--- config.mk ---
export PLATFORM = sky130hd
export DESIGN_NAME = dbcr_tbl
export DESIGN_NICKNAME = d
export VERILOG_FILES = /design/src/dbcr_pkg.sv /design/src/dbcr_tbl.sv
export SDC_FILE = /design/constraint.sdc
export NUM_CORES = 2
export LEC_CHECK = 0
export ABC_CLOCK_PERIOD_IN_PS = 4100
export BUFFER_PORTS_ARGS = -buffer_cell sky130_fd_sc_hd__buf_2
export CAP_MARGIN = 20
export CORE_AREA = 4 4 545 547
export DETAILED_ROUTE_END_ITERATION = 6
export DIE_AREA = 0 0 549 551
export PLACE_DENSITY = 0.7
export SYNTH_ARGS = -nofsm -noshare
export SYNTH_HDL_FRONTEND = slang
export SYNTH_MEMORY_MAX_BITS = 65536
export SYNTH_SLANG_ARGS = --single-unit
--- constraint.sdc ---
create_clock -name clk -period 4.1 [get_ports clk]
set_input_delay 0.41 -clock clk [delete_from_list [all_inputs] [get_ports clk]]
set_output_delay 0.41 -clock clk [all_outputs]
set_load 0.005 [all_outputs]
--- src/dbcr_pkg.sv ---
// Types and constants of the disk block CHS remap unit.
`default_nettype none
package dbcr_pkg;

  localparam int DIV_W      = 32;
  localparam int DVSR_W     = 8;
  localparam int DIV_CNT_W  = $clog2(DIV_W);
  localparam int CFG_IDX_W  = 3;
  localparam int CFG_DATA_W = 32;

  localparam logic CMD_LOAD  = 1'b0;
  localparam logic CMD_XLATE = 1'b1;

  localparam logic [1:0] ST_XLATE  = 2'd0;
  localparam logic [1:0] ST_EMPTY  = 2'd1;
  localparam logic [1:0] ST_LOADED = 2'd2;

  localparam logic [CFG_IDX_W-1:0] REG_SPT   = 3'd0;
  localparam logic [CFG_IDX_W-1:0] REG_HPC   = 3'd1;
  localparam logic [CFG_IDX_W-1:0] REG_TCYL  = 3'd2;
  localparam logic [CFG_IDX_W-1:0] REG_PSCYL = 3'd3;
  localparam logic [CFG_IDX_W-1:0] REG_PBLK  = 3'd4;
  localparam logic [CFG_IDX_W-1:0] REG_TVLD  = 3'd5;

  typedef struct packed {
    logic        cmd;
    logic [6:0]  entry_index;
    logic [15:0] entry_cylinder;
    logic [15:0] entry_track_sector;
    logic [30:0] block_number;
    logic [6:0]  sector_count;
  } in_t;

  typedef struct packed {
    logic [1:0]  status;
    logic [6:0]  transfer_count;
    logic [31:0] absolute_block;
    logic [15:0] cylinder;
    logic [7:0]  head;
    logic [7:0]  sector;
    logic        is_remapped;
    logic [31:0] spare_block;
    logic [15:0] spare_cylinder;
    logic [7:0]  spare_head;
    logic [7:0]  spare_sector;
  } out_t;

  typedef struct packed {
    logic [15:0] cyl;
    logic [15:0] ts;
  } tbl_entry_t;

  typedef struct packed {
    logic              start;
    logic [DIV_W-1:0]  dividend;
    logic [DVSR_W-1:0] divisor;
  } div_req_t;

  typedef struct packed {
    logic              done;
    logic [DIV_W-1:0]  quotient;
    logic [DVSR_W-1:0] remainder;
  } div_rsp_t;

  typedef enum logic [4:0] {
    S_IDLE,
    S_CLAMP,
    S_MUL1,
    S_MUL2,
    S_ADD,
    S_DIV1,
    S_DIV1_W,
    S_DIV2,
    S_DIV2_W,
    S_SRCH,
    S_SP_MUL1,
    S_SP_MUL2,
    S_SP_SUB,
    S_SDIV1,
    S_SDIV1_W,
    S_SDIV2,
    S_SDIV2_W,
    S_FIN
  } state_t;

endpackage
`default_nettype wire

--- src/dbcr_tbl.sv ---
// Bad-sector table: one write port, one registered read port, per-entry valid bits.
`default_nettype none
module dbcr_tbl #(
  parameter int ENTRIES = 126,
  parameter int IDX_W   = 7
) (
  input  wire logic                 clk,
  input  wire logic                 rst_n,
  input  wire logic                 wr_en,
  input  wire logic [IDX_W-1:0]     wr_addr,
  input  wire dbcr_pkg::tbl_entry_t wr_data,
  input  wire logic [IDX_W-1:0]     rd_addr,
  output dbcr_pkg::tbl_entry_t      rd_data
);
  import dbcr_pkg::*;

  tbl_entry_t mem [ENTRIES];
  logic       vld_r [ENTRIES];
  tbl_entry_t q_r;
  logic       q_vld_r;

  always_ff @(posedge clk) begin
    if (wr_en) begin
      mem[wr_addr] <= wr_data;
    end
    q_r <= mem[rd_addr];
  end

  always_ff @(posedge clk) begin
    if (!rst_n) begin
      for (int i = 0; i < ENTRIES; i++) begin
        vld_r[i] <= 1'b0;
      end
      q_vld_r <= 1'b0;
    end else begin
      if (wr_en) begin
        vld_r[wr_addr] <= 1'b1;
      end
      q_vld_r <= vld_r[rd_addr];
    end
  end

  // unwritten entries read as all ones
  assign rd_data = q_vld_r ? q_r : '1;

endmodule
`default_nettype wire

## Word-level counts from Yosys, hierarchy flattened

Memory sizes are Yosys's and may differ from the RTL's. A register that Yosys moved wholly into a read port is not among the register bits.
Cells that the tools add are included.

- Memory bits (read-only): 0
- Bits in latches: 0
- Register bits after elaboration: 0
- Output and inout bits: 32
- RAM bits: 4158
- Input port bits: 49
- Logic and storage cells: 13
- Memories: 2

Memory list:

| memory | depth | bits a word | rd ports | clocked after memory_dff | wr ports | line | source |
|---|---|---|---|---|---|---|---|
| mem | 126 | 32 | 1 | 1 | 1 | dbcr_tbl.sv:17 | `tbl_entry_t mem [ENTRIES];` |
| vld_r | 126 | 1 | 1 | 1 | 126 | dbcr_tbl.sv:18 | `logic vld_r [ENTRIES];` |

- Bitwise gates (word level): 0
- $lt $le $gt $ge: 0
- Shift-type cells: 0
- Mux-type cells: 9
- Reductions and logical operators: 2
- Multipliers: 0
- Div/mod/pow operators: 0
- $add $sub $neg: 0
- Equality and inequality tests: 0

Operators with widths:

| kind | number |
|---|---|
| 2-to-1 mux 32 bit | 1 |
| 2-to-1 mux 1 bit | 7 |
| 2-to-1 mux 7 bit | 1 |
| zero test 1 bit | 1 |
| OR reduction 1 bit | 1 |

## Logic depth before layout (Yosys ltp)

- Word-level depth: 5
- Depth in mapped cells: 12
- Depth with buffers taken out: 6

## Least setup slack after synthesis

No wires, ideal clock.

- Path kind: input port to flip-flop
- Start point: input port wr_addr[3]
- End point: memory mem[77][0] (netlist bit) (enable)
- Slack: 0.350 ns
- Data required time: 3.637 ns
- Arrival: 3.287 ns
- Path buffers: 0
- Stages on the path: 3
- Cells stage by stage: nor2b_1 -> nand3_1 -> nor3_1

RTL lines:

| item | line | source |
|---|---|---|
| from (decl) | dbcr_tbl.sv:10 | `input wire logic [IDX_W-1:0] wr_addr,` |
| to (decl) | dbcr_tbl.sv:17 |  |

No word-level cell before the write port.

==> results.md <==
- Combinational share of power: 0.051
- Power Total: 88.58 mW
- IO Count: 81
- Rel. slew slack: 0.1888
- Routed wire length: 436.9 mm
- Post-synth EDFFs: 4032
- Crit Path Class: reg2out
- Switching share of total power: 0.2145
- Clock-pin transition on the worst setup and hold timing paths: 0.06 ns
- Setup-failing EPs final: 0
- Sequential area share after synthesis: 0.7773
- Clock Sinks: 4193
- Most frequent cells in the layout: edfxtp_1, mux4_2, buf_4, clkbuf_16, mux2i_1
- Layout cells sized above 1: 0.2749
- FF-to-FF setup slack: 1.14 ns
- Nets: 7911
- HPWL after DPL: 253.8 mm
- Worst Tran Pin Value: 1.217 ns
- Die area: 302500 um^2
- Antenna Nets Post-Route: 0
- IO Port Bufs: 80
- Global-route wire length before repair: 616.5 mm
- Min Tclk post-route: 3.287 ns
- Vias in the first global route: 80.46k
- Initial Util: 0.5466
- Finished Layout Cells: 12.14k
- Syn Nets: 7378
- Crit path DAT: 2.88 ns
- Vias: 81.77k
- Multi-input gate area: 33990 um^2
- TritonCTS Buffers: 408
- Crit. End Element: output pin
- Synth warn: 0
- Sequential Power Share: 0.533
- Switching power: 19.00 mW
- Post-CTS Setup Inserts: 0
- Register bit count reported by yosys: 4193
- Top FF cell, synth: edfxtp_1
- H-tree depth: 5
- Cell Rows: 199
- CP required: 3.69 ns
- Die height: 551 um
- WL/cell: 35.98 um
- DRT iter0 DRCs: 12.89k
- Vias per cell: 6.734
- Largest net degree at the start of global routing: 127
- Core Box Area: 292600 um^2
- Placed Cells: 11.35k
- Leakage: 57.08 nW
- P per Cell Area: 488.5 nW/um^2
- Final Skew: 0.07011 ns
- Crit path max fanout: 18
- Synthesis-to-layout area growth: 13.38%
- RSZ-0062 raised after global routing: no
- Hold/Removal Path Class: in2reg
- Post-synth design cell area: 159900 um^2
- Clock power share: 0.416
- Filler cells: 19.41k
- Drt drc: 0
- Drt pass-1 iters: 6
- Average size of a mapped cell: 21.82 um^2
- GPL Wtd Cong: 0.8863
- Clock Path Buffers: 4
- Post-Syn Instances: 7329
- Slew Limit Fails: 0
- TritonCTS clock tree: built
- Final period util: 0.8016
- Library cells used by synthesis: 65
- Max-cap violations: 0
- Ys async rst share: 0
- Power Internal: 69.58 mW
- Gr usage total: 0.2889
- Root Driver: clkbuf_16
- Die X-Extent: 549 um
- Setup TNS Final: 0 ns
- Worst-skew pair later-pin latency: 0.97 ns
- FMAX: 0.3043 GHz
- Outcome: finished clean
- VDD IR-drop max: 0.3643 mV
- Hold Fails Final Rpt: 0
- Crit start category: flop
- Grt total ovfl: 0
- Register area: 124300 um^2
- Commonest non-fill, non-tap cell in the layout: edfxtp_1
- Initial antenna violation count: 41
## state kept, by name (all words and copies together), names as in the netlist
| register | flops |
|---|---|
| mem | 4032 |
| q_vld_r | 1 |
| q_r | 32 |
| vld_r | 128 |
## synth_stat cells, types with 23 or more instances
cell	number	area, um^2
edfxtp_1	4032	121100
mux4_2	932	20990
mux2i_1	266	2663
nand2_1	186	698.2
nor2_1	182	683.2
dfxtp_1	161	3223
o22ai_1	144	900.9
clkbuf_1	137	514.2
o21a_1	126	945.9
a22oi_1	125	938.4
a21oi_1	122	610.6
buf_2	121	605.6
nor3_1	108	540.5
buf_4	93	698.2
nand3_1	62	310.3
o211ai_1	56	420.4
mux2_2	48	540.5
nand2b_1	47	294.0
buf_6	44	495.5
nor4_1	39	244.0
o221ai_1	25	219.0
a211oi_1	23	172.7
## timing repair
action / 4_1_cts / 5_1_grt
resized for setup: 0 / 0
endpoints found under the hold margin: 162 / 58
hold buffers: 7 / 2
## metal layers
metal	part of all wire	routed length [um]	vias up	GRT usage
met5	0.00012	51	-	0.0006254
met3	0.13	56270	842	0.07187
met4	0.043	18830	8	0.1096
met2	0.46	201700	5740	0.4380
met1	0.37	160100	43170	0.4125
li1	-	-	32010	-
## per-stage QoR
step,instance area (um^2),util,hold WS (ns),setup slack [ns]
after floorplan,159900,-,0.4136,0.3498
after global placement,167900,0.5737,0.4292,-0.2886
after detailed placement,167900,0.5738,0.4366,0.09688
after CTS,181100,0.6190,0.00001682,0.8077
after global routing,181300,0.6196,0.001650,0.8308
final,181300,0.6198,0.01030,0.8135
## cells by family after synthesis
| family | share of synthesized area |
|---|---|
| flip-flops | 0.7773 |
| multiplexers | 0.1528 |
| AO/OA/AOI/OAI | 0.03255 |
| AND/OR/NAND/NOR | 0.02072 |
| buffers and inverters | 0.01670 |
## power by group through the flow
stage          clock [mW]  combinational [mW]  sequential, mW
5_1_grt              39.2                4.73            47.2
2_1_floorplan           0                2.28            48.1
4_1_cts              37.2                4.49            47.2
3_3_place_gp            0                4.38            48.1
6_report             36.8                4.53            47.2
3_5_place_dp            0                4.47            48.1
## cell type report
cell class              instances  share of cell area
diodes                         22           0.0003036
clock buffers                 529             0.06050
clock inverters               222             0.01205
inverters                       7           0.0001863
multi-input cells            2705              0.1874
flip-flops and latches       4193              0.6855
well taps                    3919             0.02704
repair buffers                547             0.02695
## path summary, 6_finish.rpt
check                        startpoint                    end  cells past startpoint
setup / recovery     q_vld_r$_SDFF_PN0_             rd_data[9]                      3
hold / removal              wr_data[28]  mem[17][28]$_DFFE_PP_                      1
hold reg to reg      vld_r[127]$_DFF_P_     vld_r[127]$_DFF_P_                      1
setup reg to reg  mem[19][14]$_DFFE_PP_        q_r[14]$_DFF_P_                      6
## worst max-delay path, cell delays in order, from the launching register on
cell      delay (ns)
dfxtp_2         0.92
buf_4           0.43
nand2b_1        0.32
buf_2           0.24
(Power assumes the default switching activity.)
