`src/dbcr_pkg.sv`:
```
// Types and constants of the disk block CHS remap unit.
`default_nettype none
package dbcr_pkg;

  localparam int DIV_W      = 32;
  localparam int DVSR_W     = 8;
  localparam int DIV_CNT_W  = $clog2(DIV_W);
  localparam int CFG_IDX_W  = 3;
  localparam int CFG_DATA_W = 32;

  localparam logic CMD_LOAD  = 1'b0;
  localparam logic CMD_XLATE = 1'b1;

  localparam logic [1:0] ST_XLATE  = 2'd0;
  localparam logic [1:0] ST_EMPTY  = 2'd1;
  localparam logic [1:0] ST_LOADED = 2'd2;

  localparam logic [CFG_IDX_W-1:0] REG_SPT   = 3'd0;
  localparam logic [CFG_IDX_W-1:0] REG_HPC   = 3'd1;
  localparam logic [CFG_IDX_W-1:0] REG_TCYL  = 3'd2;
  localparam logic [CFG_IDX_W-1:0] REG_PSCYL = 3'd3;
  localparam logic [CFG_IDX_W-1:0] REG_PBLK  = 3'd4;
  localparam logic [CFG_IDX_W-1:0] REG_TVLD  = 3'd5;

  typedef struct packed {
    logic        cmd;
    logic [6:0]  entry_index;
    logic [15:0] entry_cylinder;
    logic [15:0] entry_track_sector;
    logic [30:0] block_number;
    logic [6:0]  sector_count;
  } in_t;

  typedef struct packed {
    logic [1:0]  status;
    logic [6:0]  transfer_count;
    logic [31:0] absolute_block;
    logic [15:0] cylinder;
    logic [7:0]  head;
    logic [7:0]  sector;
    logic        is_remapped;
    logic [31:0] spare_block;
    logic [15:0] spare_cylinder;
    logic [7:0]  spare_head;
    logic [7:0]  spare_sector;
  } out_t;

  typedef struct packed {
    logic [15:0] cyl;
    logic [15:0] ts;
  } tbl_entry_t;

  typedef struct packed {
    logic              start;
    logic [DIV_W-1:0]  dividend;
    logic [DVSR_W-1:0] divisor;
  } div_req_t;

  typedef struct packed {
    logic              done;
    logic [DIV_W-1:0]  quotient;
    logic [DVSR_W-1:0] remainder;
  } div_rsp_t;

  typedef enum logic [4:0] {
    S_IDLE,
    S_CLAMP,
    S_MUL1,
    S_MUL2,
    S_ADD,
    S_DIV1,
    S_DIV1_W,
    S_DIV2,
    S_DIV2_W,
    S_SRCH,
    S_SP_MUL1,
    S_SP_MUL2,
    S_SP_SUB,
    S_SDIV1,
    S_SDIV1_W,
    S_SDIV2,
    S_SDIV2_W,
    S_FIN
  } state_t;

endpackage
`default_nettype wire

```
`src/dbcr_div.sv`:
```
// Shared restoring divider: 32-bit dividend by 8-bit divisor, one bit per cycle.
`default_nettype none
module dbcr_div (
  input  wire logic              clk,
  input  wire logic              rst_n,
  input  wire dbcr_pkg::div_req_t req,
  output dbcr_pkg::div_rsp_t     rsp
);
  import dbcr_pkg::*;

  logic                 busy_r, busy_nxt;
  logic                 done_r, done_nxt;
  logic [DIV_CNT_W-1:0] cnt_r, cnt_nxt;
  logic [DIV_W-1:0]     quo_r, quo_nxt;
  logic [DVSR_W-1:0]    rem_r, rem_nxt;
  logic [DVSR_W-1:0]    dsr_r, dsr_nxt;
  logic [DVSR_W:0]      shifted;
  logic [DVSR_W:0]      diff;
  logic                 ge;

  assign shifted = {rem_r, quo_r[DIV_W-1]};
  assign ge      = shifted >= {1'b0, dsr_r};
  assign diff    = shifted - {1'b0, dsr_r};

  always_comb begin
    busy_nxt = busy_r;
    done_nxt = 1'b0;
    cnt_nxt  = cnt_r;
    quo_nxt  = quo_r;
    rem_nxt  = rem_r;
    dsr_nxt  = dsr_r;
    if (req.start) begin
      busy_nxt = 1'b1;
      cnt_nxt  = '0;
      quo_nxt  = req.dividend;
      rem_nxt  = '0;
      dsr_nxt  = req.divisor;
    end else if (busy_r) begin
      rem_nxt = ge ? diff[DVSR_W-1:0] : shifted[DVSR_W-1:0];
      quo_nxt = {quo_r[DIV_W-2:0], ge};
      cnt_nxt = cnt_r + 1'b1;
      if (cnt_r == DIV_CNT_W'(DIV_W - 1)) begin
        busy_nxt = 1'b0;
        done_nxt = 1'b1;
      end
    end
  end

  always_ff @(posedge clk) begin
    if (!rst_n) begin
      busy_r <= 1'b0;
      done_r <= 1'b0;
      cnt_r  <= '0;
    end else begin
      busy_r <= busy_nxt;
      done_r <= done_nxt;
      cnt_r  <= cnt_nxt;
    end
  end

  always_ff @(posedge clk) begin
    quo_r <= quo_nxt;
    rem_r <= rem_nxt;
    dsr_r <= dsr_nxt;
  end

  assign rsp.done      = done_r;
  assign rsp.quotient  = quo_r;
  assign rsp.remainder = rem_r;

endmodule
`default_nettype wire

```
`config.mk`:
```
export PLATFORM = sky130hd
export DESIGN_NAME = dbcr_div
export DESIGN_NICKNAME = d
export VERILOG_FILES = /design/src/dbcr_pkg.sv /design/src/dbcr_div.sv
export SDC_FILE = /design/constraint.sdc
export NUM_CORES = 1
export LEC_CHECK = 0
export ABC_CLOCK_PERIOD_IN_PS = 4100
export BUFFER_PORTS_ARGS = -buffer_cell sky130_fd_sc_hd__buf_2
export CELL_PAD_IN_SITES_DETAIL_PLACEMENT = 0
export CELL_PAD_IN_SITES_GLOBAL_PLACEMENT = 1
export CORE_MARGIN = 2
export CORE_UTILIZATION = 38
export CTS_BUF_LIST = sky130_fd_sc_hd__clkbuf_4
export DETAILED_ROUTE_END_ITERATION = 6
export HOLD_SLACK_MARGIN = 0.15
export PLACE_DENSITY = 0.77
export SETUP_SLACK_MARGIN = 0.02
export SYNTH_ARGS = -nofsm -noshare
export SYNTH_HDL_FRONTEND = slang
export SYNTH_SLANG_ARGS = --single-unit
```
`constraint.sdc`:
```
create_clock -name clk -period 4.1 [get_ports clk]
set_input_delay 0.205 -clock clk [delete_from_list [all_inputs] [get_ports clk]]
set_output_delay 0.205 -clock clk [all_outputs]
set_load 0.005 [all_outputs]
```
# == After elaboration in Yosys (flattened, before gate mapping) ==
# Index checks and enable logic that the tools add are counted.
# op_classes
add_sub_neg,2
n_lt_le_gt_ge,1
eq_ne,1
n_mux,7
bitwise_logic,2
n_reduce_logical,3
# ops
cell,n
$mux W32,2
$ge A9 B8 Y1,1
$mux W8,1
$sub A8 B8 Y8,1
$add A5 B1 Y5 const B,1
$eq A5 B5 Y1 const B,1
$mux W1,4
$reduce_or A3 Y1,1
$not A1 Y1,2
$reduce_bool A2 Y1,1
$reduce_or A2 Y1,1
# totals
regBits,55
in_bits,43
output_inout_bits,41
word_cells,22

# == Longest topological paths before layout ==
# depth
ltp_word,4
depth_mapped,8
ltp_nobuf,8

# == Worst setup path before layout ==
# Ideal clock, no wire load.
# synth_path
path_type,register -> register
startpoint,register quo_r[31]
endpoint,register rem_r[4]
setup_ns,0.091
arrival_time_ns,1.776
required_ns,4.009
slack_ns,2.233
path_stages_with_launch,9
path_buffers,0
period_less_slack_ns,1.867
cell_sequence,edfxtp_1 -> inv_1 -> ha_1 -> fa_1 -> nor2b_1 -> o22a_1 -> xor2_1 -> o21ai_1 -> a311oi_1
# synth_between
elab_chain_len,2
elab_cells_between_ends,3
classes_between,1 x add/sub; 1 x order compare; 1 x mux
# synth_rtl
element,line,source
from (decl),dbcr_div.sv:14,"logic [DIV_W-1:0] quo_r, quo_nxt;"
from (signal assigned),dbcr_div.sv:62,quo_r <= quo_nxt;
$sub A8 B8 Y8 or $ge A9 B8 Y1 (tied branches),"dbcr_div.sv:23, dbcr_div.sv:22",
$mux W8 *,dbcr_div.sv:39,rem_nxt = ge ? diff[DVSR_W-1:0] : shifted[DVSR_W-1:0];
to (signal assigned),dbcr_div.sv:63,rem_r <= rem_nxt;
to (decl),dbcr_div.sv:15,"logic [DVSR_W-1:0] rem_r, rem_nxt;"
# Mark *: on every way between the ends. The rest lies on a longest branch, timed or not.
# A chain may end at the register's enable or synchronous reset.

# == Final worst setup path ==
# Same ends and word-level chain as after synthesis.

==> out/qor.yml <==
rrSetupSlack_ns: 2.06
synth_top_family_by_area: "multiplexers"
clock.fmax_ghz: 0.4904
wl_microns: 5997
start_util: 0.3976
crit_chain: "inv_1 -> ha_1 -> fa_1 -> nor2b_1 -> o22a_1 -> xor2_1 -> o21ai_1 -> a311oi_1"
cts_max_level: 2
cp_max_fo: 3
cts_buffer_depth: 2
power.leakage_uw: 0.001570
clk_pin_slew_worst_paths_ns: 0.16
arrival_ns: 2.33
cts_num_sinks: 55
ys.warnings.count: 0
yosysTopAreaCell: "edfxtp_1"
ir_drop_mv: 0.1679
wl_per_cell_microns: 13.85
final_cell_area_sq_mm: 0.003727
synth_sequential_area_ratio: 0.5467
synthMuxAreaShare: 0.1380
avgSynthCellArea_sq_um: 12.95
final.setup_skew_ns: 0.01451
grt_setup_unrepaired: "false"
drive_gt1_frac: 0.4006
cell_internal_pwr_uw: 949.1
rows: 30
path_class: "flop to flop"
seq_power_share: 0.534
cts_tree: "yes"
antennaDiodeCount: 0
cp-end-kind: "flop"
power.net_switching_uw: 341.9
die_x_microns: 89.02
grt_pass1_wl_microns: 9453
crit_slowest_cell: "fa_1"
holdWs_ns: 0.4784
antenna_found_initial: 0
synth_top_area_share: 0.4374
overflow: 0
syn_inst: 212
portBuffers: 83
synth_compound_area_frac: 0.1011
cp.buffers_inverters: 1
drt_first_pass_iters: 4
crit_path_start_kind: "flop"
max-slew-margin-rel: 0.4806
period_minus_slack_ns: 2.039
hpwl_microns: 4045
fin_nets: 390
grt_pass1_vias: 2013
grtUsageTotal: 0.1570
ys_top_cells_by_area: "edfxtp_1 (44%), mux2_2 (13%), dfxtp_1 (11%)"
cap_viol_max_count: 0
power_density_mw_per_mm2: 346.4
min-delay-path-class: "primary input to flop"
syn_nets: 266
cts-root-buf: "clkbuf_4"
area_delta_synth_final_pct: 35.72
vias: 2046
ys_types: 51
coreArea_sq_mm: 0.006907
outcome: "finished clean"
swShare: 0.2648
required_ns: 4.39
synth_xor_area_frac: 0.02551
drc: 0
tightest_slew_ns: 0.7791
comb_power_share: 0.221
syn-cell-area_sq_mm: 0.002746
slew_violations: 0
cts_inserted_buffers: 5
grt_max_degree: 55
post-route-period-util: 0.4973
crit_family: "adder cells"
via_per_inst: 4.725
hold_violations: 0
synth-seq-cells: 55
place_area_sq_mm: 0.003233
p_total_uw: 1291
synth-simple-area-share: 0.09476
die_h_microns: 89.02
die_area_sq_mm: 0.007924
cts-resized-gates: 0
setup_viol: 0
globalplace.congestion: 0.7455
drtIter0Drc: 99
tns_ns: 0
clock_latency_ns: 0.38
ant_nets: 0
slowest_delay_ns: 0.42
io_pins: 84
clkPwrFrac: 0.245
synth_fa_ha_area_frac: 0.05285
==> path summary, 6_finish.rpt <==
path,start,to,depth (start not counted)
setup reg to reg,quo_r[31],rem_r[4],8
hold / removal,req[40],dsr_r[1],2
setup / recovery,quo_r[31],rem_r[4],8
hold reg to reg,cnt_r[3],cnt_r[3],2
==> logic make-up after synthesis <==
group,after synthesis
AOI/OAI and AO/OA,32
xor gates and xnor gates,8
adders and majority gates,11
buffers and inverters,23
DFF,55
muxes,34
and+or+nand+nor,49
==> power groups by stage <==
stage / clock network [uW] / logic, uW / registers, uW
2_1_floorplan: 0 / 166 / 697
3_3_place_gp: 0 / 256 / 702
3_5_place_dp: 0 / 258 / 702
4_1_cts: 322 / 288 / 691
5_1_grt: 346 / 316 / 698
6_report: 316 / 286 / 689
==> worst register-to-register path, delay by kind of cell (launching register included) <==
family / cells / cell delay [ns]
fa+ha+maj: 2 / 0.64
compound gates: 3 / 0.50
flops: 1 / 0.41
simple gates: 1 / 0.21
xor+xnor: 1 / 0.13
buf+inv: 1 / 0.05
==> Yosys cell counts (all sizes together) <==
cell type  instances
nand2b             5
a311oi             3
xnor2              5
a32oi              1
nand4              1
a211oi             1
ha                10
a21o               1
nand2              8
o31ai              2
o2111a             1
o311ai             1
or2                2
mux2              31
clkbuf             4
or3b               1
nor2              15
nor3b              2
buf                4
nor3               1
a41oi              1
o221ai             1
or4                2
o22a               1
and2               1
o21a               3
edfxtp            40
dfxtp             15
o21ai              7
nor2b              4
nand3              3
a31oi              2
xor2               3
a21oi              3
a211o              2
a311o              2
mux2i              3
or3                2
fa                 1
and3               2
inv               15
==> through the flow <==
step           worst slack, ns    util  cells
2_1_floorplan            2.233       -    212
3_3_place_gp             2.088  0.4681    384
3_5_place_dp             2.069  0.4681    384
4_1_cts                  2.034  0.5397    433
5_1_grt                  1.865  0.5397    433
6_report                 2.061  0.5397    433
==> layer usage <==
metal	global-route usage	wire, microns	up-vias
li1	-	-	1027
met1	0.1994	2575	959
met2	0.2626	3031	49
met3	0.04063	283	11
met4	0.05156	107	0
met5	0	0	-
==> area by class of cell <==
type / count / area [sq um]
Tap cell: 96 / 120.1
Fill cell: 633 / 3179
Clock buffer: 6 / 45.04
Clock inverter: 2 / 38.79
Timing Repair Buffer: 125 / 833.3
Inverter: 15 / 56.30
Multi-Input combinational cell: 134 / 1132
Sequential cell: 55 / 1501
==> registers in the layout, summed over array words and instances, names as in the netlist <==
| signal | count |
|---|---|
| cnt_r | 5 |
| quo_r | 32 |
| rem_r | 8 |
| dsr_r | 8 |
| busy_r | 1 |
| done_r | 1 |
==> cell usage in the layout (no fill, tap or decap), types with 2 or more instances in the layout <==
cell type / synthesis / final
mux2_2: 31 / 31
o21a_1: 2 / 2
and3_1: 2 / 2
edfxtp_1: 40 / 40
o21ai_1: 2 / 2
buf_2: 0 / 83
dlygate4sd3_1: 0 / 41
nor3b_1: 2 / 2
o31ai_1: 2 / 2
ha_1: 10 / 10
nor2_1: 14 / 14
o21ai_0: 4 / 4
dfxtp_1: 15 / 15
a211o_1: 2 / 2
inv_1: 15 / 15
mux2i_1: 3 / 3
a21oi_1: 2 / 2
or2_2: 2 / 2
clkbuf_4: 1 / 6
xnor2_1: 5 / 5
nand2b_1: 5 / 5
a311oi_1: 3 / 3
nand2_1: 8 / 8
nand3_1: 3 / 3
xor2_1: 3 / 3
or4_1: 2 / 2
nor2b_1: 4 / 4
==> repair_timing <==
action	CTS	global route
buffers inserted	0	0
hold buffers	41	0
endpoints found under the hold margin	42	0
Note: power is estimated with default switching activity, not from simulation.
